## src/hdl/tfir_pkg.sv

```systemverilog
// Package for the transposed-form FIR filter: widths, operation codes,
// stream packing constants and the per-tap control struct.
// No dependencies.
`default_nettype none

package tfir_pkg;

    localparam int TAPS          = 32;
    localparam int SAMPLE_BITS   = 16;
    localparam int COEF_BITS     = 16;
    localparam int ACC_BITS      = 40;
    localparam int RND_BITS      = ACC_BITS + 1;
    localparam int TAP_IDX_BITS  = 5;
    localparam int PROD_BITS     = SAMPLE_BITS + COEF_BITS;

    localparam int IN_TDATA_BITS  = ((SAMPLE_BITS + TAP_IDX_BITS + COEF_BITS + 7) / 8) * 8;
    localparam int OUT_TDATA_BITS = ((SAMPLE_BITS + 7) / 8) * 8;

    typedef enum logic {
        OP_FILTER = 1'b0,
        OP_COEF   = 1'b1
    } op_t;

    typedef struct packed {
        logic shift_en;
        logic coef_we;
    } tap_ctl_t;

endpackage

`default_nettype wire

```

## src/hdl/tfir_tap.sv

```systemverilog
// One tap of the transposed FIR: coefficient register, multiplier and
// partial-sum register. Depends on tfir_pkg.
`default_nettype none

module tfir_tap
    import tfir_pkg::*;
(
    input  wire logic                          aclk,
    input  wire logic                          aresetn,
    input  wire tap_ctl_t                      ctl,
    input  wire logic signed [COEF_BITS-1:0]   coef_data,
    input  wire logic signed [SAMPLE_BITS-1:0] sample,
    input  wire logic signed [ACC_BITS-1:0]    sum_in,
    output logic signed [ACC_BITS-1:0]         sum_out
);

    logic signed [COEF_BITS-1:0] coef_reg;
    logic signed [ACC_BITS-1:0]  sum_reg;
    logic signed [PROD_BITS-1:0] prod;

    assign prod    = sample * coef_reg;
    assign sum_out = sum_reg + ACC_BITS'(prod);

    always_ff @(posedge aclk) begin
        if (!aresetn) begin
            coef_reg <= '0;
            sum_reg  <= '0;
        end else begin
            if (ctl.coef_we) begin
                coef_reg <= coef_data;
            end
            if (ctl.shift_en) begin
                sum_reg <= sum_in;
            end
        end
    end

endmodule

`default_nettype wire

```

## config.mk

```make
export PLATFORM = sky130hd
export DESIGN_NAME = tfir_tap
export DESIGN_NICKNAME = d
export VERILOG_FILES = /design/src/hdl/tfir_pkg.sv /design/src/hdl/tfir_tap.sv
export SDC_FILE = /design/constraint.sdc
export NUM_CORES = 1
export LEC_CHECK = 0
export BUFFER_PORTS_ARGS = -buffer_cell sky130_fd_sc_hd__buf_2
export CAP_MARGIN = 20
export CORE_ASPECT_RATIO = 0.9
export CORE_MARGIN = 2
export CORE_UTILIZATION = 55
export DETAILED_ROUTE_END_ITERATION = 16
export GPL_ROUTABILITY_DRIVEN = 0
export GPL_TIMING_DRIVEN = 1
export PLACE_DENSITY = 0.74
export SLEW_MARGIN = 30
export SYNTH_ARGS = -nofsm -noshare
export SYNTH_HDL_FRONTEND = slang
export SYNTH_SLANG_ARGS = --single-unit
```

## constraint.sdc

```tcl
create_clock -name aclk -period 14.6 [get_ports aclk]
set_input_delay 2.92 -clock aclk [delete_from_list [all_inputs] [get_ports aclk]]
set_output_delay 2.92 -clock aclk [all_outputs]
set_load 0.05 [all_outputs]
```

; ---- Word-level counts from Yosys, hierarchy flattened
; Index checks and enable logic that the tools add are counted.
; W data, S select, Z words.
[op_classes]
n_addsub = 1
mul = 1
[op_table]
columns = operator, count
row1 = $add A40 B32 Y40, 1
row2 = $mul A16 B16 Y32, 1
[word_totals]
word_cells = 4
reg_bits = 56
output_inout_bits = 40
in_bits = 76

; ---- Longest topological paths before layout
[logic_depth]
ltp_word = 2
ltp_mapped = 25
mapped_depth_nobuf = 23

; ---- Worst setup path after synthesis
; Ideal clock, no wire load.
[synth_timing]
path_type = input to output
startpoint = input sample[15]
endpoint = output sum_out[36]
n_path_buf = 2
cell_stages = 24
arrival_ps = 9215
slack_ps = 2465
required_time_ps = 11680
path_cell_list = clkbuf_1 nand2_1 inv_1 fa_1 inv_1 fa_1 inv_1 fa_1 fa_1 fa_1 inv_1 fa_1 inv_1 ha_1 bufbuf_16 nand3_1 nor4_1 nor2_1 nand3_1 o211a_1 o31ai_4 o21bai_2 a21oi_2 xnor2_1
[synth_via]
elab_chain_cells = 2
[synth_rtl]
columns = element, line_no
row1 = from (decl), tfir_tap.sv:12  ; input wire logic signed [SAMPLE_BITS-1:0] sample,
row2 = $mul A16 B16 Y32, tfir_tap.sv:21  ; assign prod = sample * coef_reg;
row3 = $add A40 B32 Y40, tfir_tap.sv:22  ; assign sum_out = sum_reg + ACC_BITS'(prod);
row4 = to (decl), tfir_tap.sv:14  ; output logic signed [ACC_BITS-1:0] sum_out
; Every way passes these cells.

; ---- Final worst setup path
[layout_timing]
startpoint = input sample[15]
endpoint = output sum_out[32]
; The elaborated chain is that of the path after synthesis.

==> impl_metrics.csv <==
group,metric,value,unit
status,outcome,"complete, no violations",
flow_run,maxCapViolations,0,
synthesis,async_flop_share,0,%
cts,clockBufferDepth,2,
synthesis,synth-edff-count,0,
route,via_count,9924,
sta,fin_crit,12.62,ns
die,initial_core_util,55.5,%
die,core,25900,µm²
die,io_pins,116,
sta,maxSlewViolCount,0,
final_layout,layout_common_cells,"inv_1 (370), fa_1 (330), nand2_1 (142)",
grt,grt_pass1_wl,57000,µm
critical_path,worstPathCellList,"buf_2 > nand2_1 > inv_1 > fa_1 > inv_1 > fa_1 > inv_1 > fa_1 > fa_1 > fa_1 > inv_1 > fa_1 > inv_1 > ha_1 > nand3_1 > nor4_1 > nor2_1 > nand3_1 > o21ai_1 > o21ai_1 > a21o_1 > a21oi_1 > xnor2_1 > buf_2",
die,rows,56,
cts,path_clk_slew,0.09,ns
synthesis,synth.avg_cell_area,9.63,µm²
route,post-route-drc-count,0,
route,drt_iter0_drc,663,
cts,postCtsSetupRepairBufs,0,
route,ant_nets,0,
sta,tightest_slew,0.893,ns
cts,htreeDepth,2,
sta,max_freq,0.0792,GHz
sta,report.final.setup_viol,0,
grt,antenna_found_initial,0,
sta,setup-tns-final,0,ns
synthesis,synth.yosys.seq_area_share,7.81,%
synthesis,synth_nets,2013,
die,fp.dieH,157,µm
final_layout,finalNetCount,2085,
final_layout,area_delta_synth_final,6.59,%
sta,final_hold_viol_count,0,
critical_path,cp-start-kind,"primary input",
critical_path,path_common_cell,"fa_1",
critical_path,cp_top_family,"adder cells",
cts,cts_root_buffer,"clkbuf_16",
final_layout,n_antenna_cell,0,
critical_path,ff2ff_path_depth,2,
cts,cts_tree,"built",
synthesis,synth_top_flop_cell,"dfxtp_1",
synthesis,synth-seq-cells,56,
critical_path,crit_type,"primary input to primary output",
cts,cts_buffers,5,
critical_path,cp.required,11.68,ns
grt,grt_max_degree,57,
sta,finalClockSkew,0,ns
grt,grt_use_total,26.7,%
critical_path,slowest_stage,"fa_1",
route,totalWireLength,33500,µm
worst_hold_path,hp-class,"flop to flop",
synthesis,yosys_warnings,0,
final_layout,layout_commonest_cell,"inv_1",
die,die_w,174,µm
cts,hold_buffers,0,
cts,cts_resized,0,
sta,max_slew_margin,40.4,%
final_layout,largest_reg_flops,40,
placed_design,port_buffers,115,
route,drt_pass1_iterations,7,
critical_path,reg2reg_setup_slack,13.41,ns
critical_path,cp_max_fo,16,
critical_path,slowest_delay,0.71,ns
grt,grt.overflow.total,0,
final_layout,drive_above_1_share,9.39,%
route,avgViaCountPerCell,5.19,
critical_path,critPathArrivalTime,9.70,ns
worst_hold_path,worstHoldPathCells,2,
sta,period_share,86.5,%
synthesis,yosys.cell_types.count,58,
route,wl_per_cell,17.5,µm
critical_path,crit_buf_inv,7,
synthesis,synthCells,1492,
critical_path,cp.depth,24,
sta,rsz0062_at_grt,"false",
cts,clkLatencyLatePin,0.32,ns
critical_path,endpoint_kind,"primary output",
synthesis,syn_area,14400,µm²
die,die-area,27400,µm²
cts,cts_sinks,56,
grt,grt_pass1_vias,10894,
placed_design,dp_hpwl,27700,µm
cell type report:
cell class | count | area (µm²)
Clock buffer | 5 | 125
Clock inverter | 3 | 26.3
Fill cell | 2211 | 10500
Inverter | 370 | 1390
Multi-Input combinational cell | 1014 | 11600
Sequential cell | 56 | 1120
Tap cell | 348 | 435
Timing Repair Buffer | 117 | 593
worst reg2reg max path: stages, from the launching register on:
cell,delay [ns]
dfxtp_1,0.83
mux2i_1,0.17
nor2b_1,0.13
final timing paths:
check	end	startpoint
setup / recovery	sum_out[32]	sample[15]
hold / removal	sum_reg[30]	sum_reg[30]
setup reg to reg	coef_reg[12]	coef_reg[12]
hold reg to reg	sum_reg[30]	sum_reg[30]
routing by layer:
| metal | global-route usage [%] | vias up | routed length (µm) |
|---|---|---|---|
| li1 | - | 4552 | - |
| met5 | 0 | - | 0 |
| met4 | 5.64 | 0 | 467 |
| met3 | 7.10 | 33 | 2890 |
| met1 | 38.9 | 5015 | 15400 |
| met2 | 40.5 | 324 | 14700 |
kinds of logic after synthesis:
group,after synthesis,synth area share [%]
fa+ha+maj,445,56.0
flops,56,7.81
compound gates,99,5.18
mux,57,3.97
simple gates,371,13.2
buf+inv,422,11.3
xor+xnor,42,2.56
metrics by stage:
| step | hold WS, ns | util (%) | instance area, µm² | worst slack, ns | std cells |
|---|---|---|---|---|---|
| after floorplan | 0.483 | - | 14400 | 2.47 | 1492 |
| final | 0.533 | 59.2 | 15300 | 1.98 | 1913 |
| after global placement | 0.508 | 58.6 | 15200 | 2.21 | 1905 |
| after detailed placement | 0.517 | 58.6 | 15200 | 2.08 | 1905 |
| after global routing | 0.553 | 59.2 | 15300 | 1.63 | 1913 |
| after CTS | 0.537 | 59.2 | 15300 | 2.05 | 1913 |
cells in the mapped netlist (5+ instances only):
library cell,count,area [µm²]
inv_1,370,1390
buf_1,5,18.8
nor2_1,29,109
dfxtp_1,56,1120
nand3_1,8,40.0
fa_1,330,6610
a21o_1,13,97.6
ha_1,115,1440
nand2_1,142,533
xor2_1,13,114
nor2b_1,59,369
a21oi_1,26,130
nand2b_1,6,37.5
o21ai_0,13,65.1
mux2i_1,57,571
and2_1,114,713
xnor2_1,29,254
clkbuf_1,43,161
Power is not shown: default switching activity piles up to over one toggle a cycle in this logic, so the estimate is an artifact.
