### config.mk
export PLATFORM = sky130hd
export DESIGN_NAME = tfir_round
export DESIGN_NICKNAME = d
export VERILOG_FILES = /design/src/hdl/tfir_pkg.sv /design/src/hdl/tfir_round.sv
export SDC_FILE = /design/constraint.sdc
export NUM_CORES = 1
export LEC_CHECK = 0
export ABC_CLOCK_PERIOD_IN_PS = 4050
export BUFFER_PORTS_ARGS = -buffer_cell sky130_fd_sc_hd__buf_2
export CAP_MARGIN = 20
export CORE_AREA = 2 2 57 59
export DETAILED_ROUTE_END_ITERATION = 10
export DIE_AREA = 0 0 59 61
export GPL_TIMING_DRIVEN = 0
export PLACE_DENSITY = 0.75
export SYNTH_ARGS = -nofsm -noshare
export SYNTH_HDL_FRONTEND = slang
export SYNTH_SLANG_ARGS = --single-unit
### constraint.sdc
create_clock -name aclk -period 4.05 [get_ports aclk]
set_clock_uncertainty 0.1 [all_clocks]
set_input_delay 0.81 -clock aclk [delete_from_list [all_inputs] [get_ports aclk]]
set_output_delay 0.81 -clock aclk [all_outputs]
set_load 0.02 [all_outputs]
### src/hdl/tfir_pkg.sv
// Package for the transposed-form FIR filter: widths, operation codes,
// stream packing constants and the per-tap control struct.
// No dependencies.
`default_nettype none

package tfir_pkg;

    localparam int TAPS          = 32;
    localparam int SAMPLE_BITS   = 16;
    localparam int COEF_BITS     = 16;
    localparam int ACC_BITS      = 40;
    localparam int RND_BITS      = ACC_BITS + 1;
    localparam int TAP_IDX_BITS  = 5;
    localparam int PROD_BITS     = SAMPLE_BITS + COEF_BITS;

    localparam int IN_TDATA_BITS  = ((SAMPLE_BITS + TAP_IDX_BITS + COEF_BITS + 7) / 8) * 8;
    localparam int OUT_TDATA_BITS = ((SAMPLE_BITS + 7) / 8) * 8;

    typedef enum logic {
        OP_FILTER = 1'b0,
        OP_COEF   = 1'b1
    } op_t;

    typedef struct packed {
        logic shift_en;
        logic coef_we;
    } tap_ctl_t;

endpackage

`default_nettype wire

### src/hdl/tfir_round.sv
// Output stage: rounds the front partial sum to the sample format,
// saturates it and holds the result transaction. Depends on tfir_pkg.
`default_nettype none

module tfir_round
    import tfir_pkg::*;
(
    input  wire logic                        aclk,
    input  wire logic                        aresetn,
    input  wire logic                        acc_valid,
    input  wire logic signed [ACC_BITS-1:0]  acc,
    output logic                             acc_ready,
    output logic                             m_tvalid,
    input  wire logic                        m_tready,
    output logic [OUT_TDATA_BITS-1:0]        m_tdata,   // filtered
    output logic                             m_tuser    // clipped
);

    localparam logic signed [RND_BITS-1:0] SAT_HI = RND_BITS'((1 << (SAMPLE_BITS - 1)) - 1);
    localparam logic signed [RND_BITS-1:0] SAT_LO = -SAT_HI - RND_BITS'(1);
    localparam logic signed [RND_BITS-1:0] HALF   = RND_BITS'(1) << (COEF_BITS - 2);

    logic signed [RND_BITS-1:0] rnd_sum;
    logic signed [RND_BITS-1:0] shifted;
    logic [SAMPLE_BITS-1:0]     sat_next;
    logic                       clip_next;
    logic                       out_v_reg;
    logic [SAMPLE_BITS-1:0]     out_data_reg;
    logic                       out_clip_reg;

    assign rnd_sum = RND_BITS'(acc) + HALF;
    assign shifted = rnd_sum >>> (COEF_BITS - 1);

    always_comb begin
        if (shifted > SAT_HI) begin
            sat_next  = SAT_HI[SAMPLE_BITS-1:0];
            clip_next = 1'b1;
        end else if (shifted < SAT_LO) begin
            sat_next  = SAT_LO[SAMPLE_BITS-1:0];
            clip_next = 1'b1;
        end else begin
            sat_next  = shifted[SAMPLE_BITS-1:0];
            clip_next = 1'b0;
        end
    end

    assign acc_ready = !out_v_reg || m_tready;

    always_ff @(posedge aclk) begin
        if (!aresetn) begin
            out_v_reg <= 1'b0;
        end else if (acc_ready) begin
            out_v_reg <= acc_valid;
        end
    end

    always_ff @(posedge aclk) begin
        if (acc_ready && acc_valid) begin
            out_data_reg <= sat_next;
            out_clip_reg <= clip_next;
        end
    end

    assign m_tvalid = out_v_reg;
    assign m_tdata  = OUT_TDATA_BITS'(out_data_reg);
    assign m_tuser  = out_clip_reg;

endmodule

`default_nettype wire

======== Word-level counts from Yosys, hierarchy flattened ========
Index checks and enable logic that the tools add are counted.
Widths: inputs -> output; s select.
word-level totals
  output and inout port bits .............. 19
  input port bits ......................... 44
  word-level logic and storage cells ...... 11
  register bits after elaboration ......... 18
operators by class
  reductions and logical operators ........ 3
  add/subtract/negate cells ............... 1
  order comparisons ....................... 2
  mux-type cells .......................... 2
operators with widths
  operator                number
  $add 40x16->41 const B  1
  $gt 26x16->1 const B    1
  $lt 26x16->1 const B    1
  $mux 16                 1
  $logic_and 1x1->1       1
  $logic_not 1->1         1
  $logic_or 1x1->1        1
  $mux 1                  1

======== Depth between registers and ports, before layout ========
  depth in word-level cells ............... 3
  mapped depth ............................ 9
  gate-level depth less buffers ........... 8

======== Worst setup path after synthesis ========
Ideal clock, no wire load.
  path kind ............................... input to register
  start ................................... input port acc[27]
  end ..................................... register out_data_reg[12] (netlist: m_tdata[12]) (data pin)
  setup slack ............................. 0.747 ns
  library setup time ...................... 0.260 ns
  stages on the path ...................... 8
  arrival ................................. 2.943 ns
  cells stage by stage .................... nand4_1 or4_4 nor3_1 xor2_1 or4b_4 o31ai_4 buf_6 o21ai_0
on the way
  cells in the longest elaborated chain, start to end .. 3
  elaborated cells between the ends (all ways) .. 4
ends and longest elaborated chain
  element                 line              source
  start: declaration      tfir_round.sv:11  input wire logic signed [ACC_BITS-1:0] acc,
  $add 40x16->41 (*)      tfir_round.sv:31  assign rnd_sum = RND_BITS'(acc) + HALF;
  $lt 26x16->1            tfir_round.sv:38  end else if (shifted < SAT_LO) begin
  $mux 16                 tfir_round.sv:38
  end signal: assignment  tfir_round.sv:59  out_data_reg <= sat_next;
  end: declaration        tfir_round.sv:28  logic [SAMPLE_BITS-1:0] out_data_reg;
Every way passes the cells marked *; elsewhere a longest branch is shown, timed or not.
A chain may end at the register's enable or synchronous reset.

======== Final worst setup path ========
  start ................................... input port acc[27]
  end ..................................... register out_data_reg[14] (netlist: m_tdata[14]) (data pin)
Same word-level chain as after synthesis.

==> impl_metrics.ini <==
[final_layout]
synthToLayoutAreaGrowth_pct = 24.3
fin_nets = 225
utilization_pct = 53.3
antenna_cells = 0
n_fill_cell = 283
seq_area_sq_um = 531
drive_gt1_share_pct = 35.2
multiInputGateArea_sq_um = 689

[synth]
synth_edf_count = 17
synth.ff_latch_count = 18
netlist_area_sq_mm = 0.00126
yosys_warnings = 0
yosysMostFrequentCell = edfxtp_1
avgSynthCellArea_sq_um = 9.96
synth_top_area_share_pct = 40.4
synth_async_sr_flop_share_pct = 0
synth_common_cells = edfxtp_1, o21ai_0, xnor2_1
ys.flop_type = edfxtp_1
ys_seq_area_share_pct = 41.9
synth_nets = 172
synthTopCellsByArea = edfxtp_1, xnor2_1, xor2_1
yosysTopAreaCell = edfxtp_1
synth_cell_types = 35
syn-instance-count = 127

[pwr]
pwr-share-comb_pct = 23.8
pwr_density_cell_mw_per_mm2 = 261
intPower_mw = 0.292
power_leakage_nw = 0.574
peakVddDrop_mv = 0.0988
pwr-share-seq_pct = 53.6
p_clk_share_pct = 22.6
p_switching_mw = 0.118
swShare_pct = 28.7

[clocking]
holdBufCountCts = 0
cts_tree = built
htree_levels = 1
worstSkewPairLatency_ps = 290
post_cts_buffers = 0
cts_root_buf = clkbuf_4
cts_buffers = 3
path_clk_slew_ps = 90
post_cts_resized = 0
clock_sinks = 18
clockBufferDepth = 2

[detailed_routing]
dr.pass1.iters = 4
drtIter0Drc = 30
wire_per_inst_microns = 13.3
ant_nets = 0
routed_wirelength_microns = 2830
drc_errors = 0
routed_via_density = 5.58
num_vias = 1183

[worst_hold_path]
holdCritPathClass = reg -> reg
whs_path_depth = 2

[sta]
min_period_over_period_pct = 82.5
setup_viol = 0
slew_headroom_pct = 52.1
setup_tns_ps = 0
grt_setup_unrepaired = no
fin_crit_ps = 3340
fmax_mhz = 299
worst_pin_slew_ps = 718
slew_violations = 0
hold_viol = 0

[floorplan]
coreArea_sq_mm = 0.00295
die_height_microns = 61
ios = 63
row_count = 20
initial_utilization_pct = 42.8
die-area_sq_mm = 0.00360
fp.dieW_microns = 59

[placed_design]
port_buffers = 48
dp_hpwl_microns = 2300
place_congestion = 0.889

[setup_path]
start_kind = input port
critPathCaptureType = flop
cp.required_ps = 3990
crit_path_max_fanout = 10
worst-endpoint-arrival_ps = 3280
crit_type = in -> reg
reg2reg_depth = 2

[grt]
first_global_vias = 1079
grt_usage_pct = 17.3
grt_max_degree = 18
grt_pass1_wl_microns = 4660
antenna_found_initial = 0
grt_overflow = 0

[outcome]
outcome = finished, final reports clean

[job]
drv_cap = 0
[layer usage]
layer  part of all wire, %  routed length, microns  vias to the layer above  track usage, %
li1                      -                       -                      584               -
met5                     0                       0                        -               0
met3                   6.5                     184                        5            1.92
met2                    47                    1320                       52            29.5
met1                    45                    1260                      542            21.5
met4                   2.1                      60                        0            9.09
[cell families after synthesis]
logic type | count (synthesis) | synth area share, %
AND/OR/NAND/NOR | 52 | 25.0
AO/OA/AOI/OAI | 27 | 13.8
XOR/XNOR | 20 | 13.8
flip-flops | 18 | 41.9
buffers and inverters | 8 | 3.56
multiplexers | 1 | 0.791
adder cells (fa/ha/maj) | 1 | 0.989
[final timing paths]
check / from / end / slack (ps)
setup / recovery: acc[27] / m_tdata[14] / 710
hold / removal: m_tvalid / m_tvalid / 420
setup reg to reg: m_tvalid / m_tdata[14] / 2590
hold reg to reg: m_tvalid / m_tvalid / 420
[layout by cell type (no fill, tap or decap)]
cell	synthesis	layout
buf_2	0	48
xor2_1	8	8
dfxtp_1	1	1
o21ai_1	3	3
or4_4	2	2
and4_1	1	1
inv_1	6	6
a21oi_1	2	2
nand3_2	1	1
nand2_1	8	8
a21boi_0	1	1
xnor2_1	12	12
nor4_1	2	2
nor2_4	1	1
nand3_1	7	7
nand2b_1	1	1
o41ai_2	1	1
a31oi_1	4	4
or4b_4	1	1
nor2_1	9	9
nand4_1	6	6
buf_6	2	2
clkbuf_4	0	3
mux2i_1	1	1
nor2_2	1	1
a311oi_1	1	1
o21ai_0	13	13
nor3_1	6	6
nand4_2	1	1
o31ai_4	1	1
and3_1	2	2
nand4_4	1	1
edfxtp_1	17	17
and2_1	1	1
or3_1	1	1
clkbuf_1	0	1
ha_1	1	1
o22ai_1	1	1
[area by class of cell]
type	instances	share of cell area (%)
well taps	33	2.63
inverters	6	1.43
flip-flops and latches	18	33.7
multi-input cells	101	43.8
repair buffers	48	15.3
plain buffers	2	1.43
clock buffers	4	1.67
[power groups by stage]
| stage | sequential (mW) | clock (mW) | combinational (mW) |
|---|---|---|---|
| after floorplan | 0.239 | 0 | 0.0375 |
| final | 0.220 | 0.0925 | 0.0974 |
| after global routing | 0.221 | 0.101 | 0.107 |
| after CTS | 0.220 | 0.0937 | 0.0977 |
| after detailed placement | 0.224 | 0 | 0.0974 |
| after global placement | 0.224 | 0 | 0.0940 |
[state kept, by name, indices dropped and copies added, names as in the netlist]
signal,cells
m_tvalid,1
m_tdata,16
m_tuser,1
[critical path, cell delays in order]
cell     delay [ps]
buf_2           130
nand4_1         180
or4_4           620
nor3_1          240
xor2_1          130
or4b_4          540
o31ai_4         350
buf_6           180
o21ai_0         100
[metrics by stage]
stage          total power, mW  hold slack (ps)  area, sq um  std cells  worst slack (ps)
3_5_place_dp             0.322              418         1550        208               398
4_1_cts                  0.412              432         1570        212               711
3_3_place_gp             0.318              401         1550        208               461
5_1_grt                  0.429              505         1570        212               477
6_report                 0.410              423         1570        212               707
2_1_floorplan            0.277              650         1260        127               747
(Power assumes the default switching activity.)
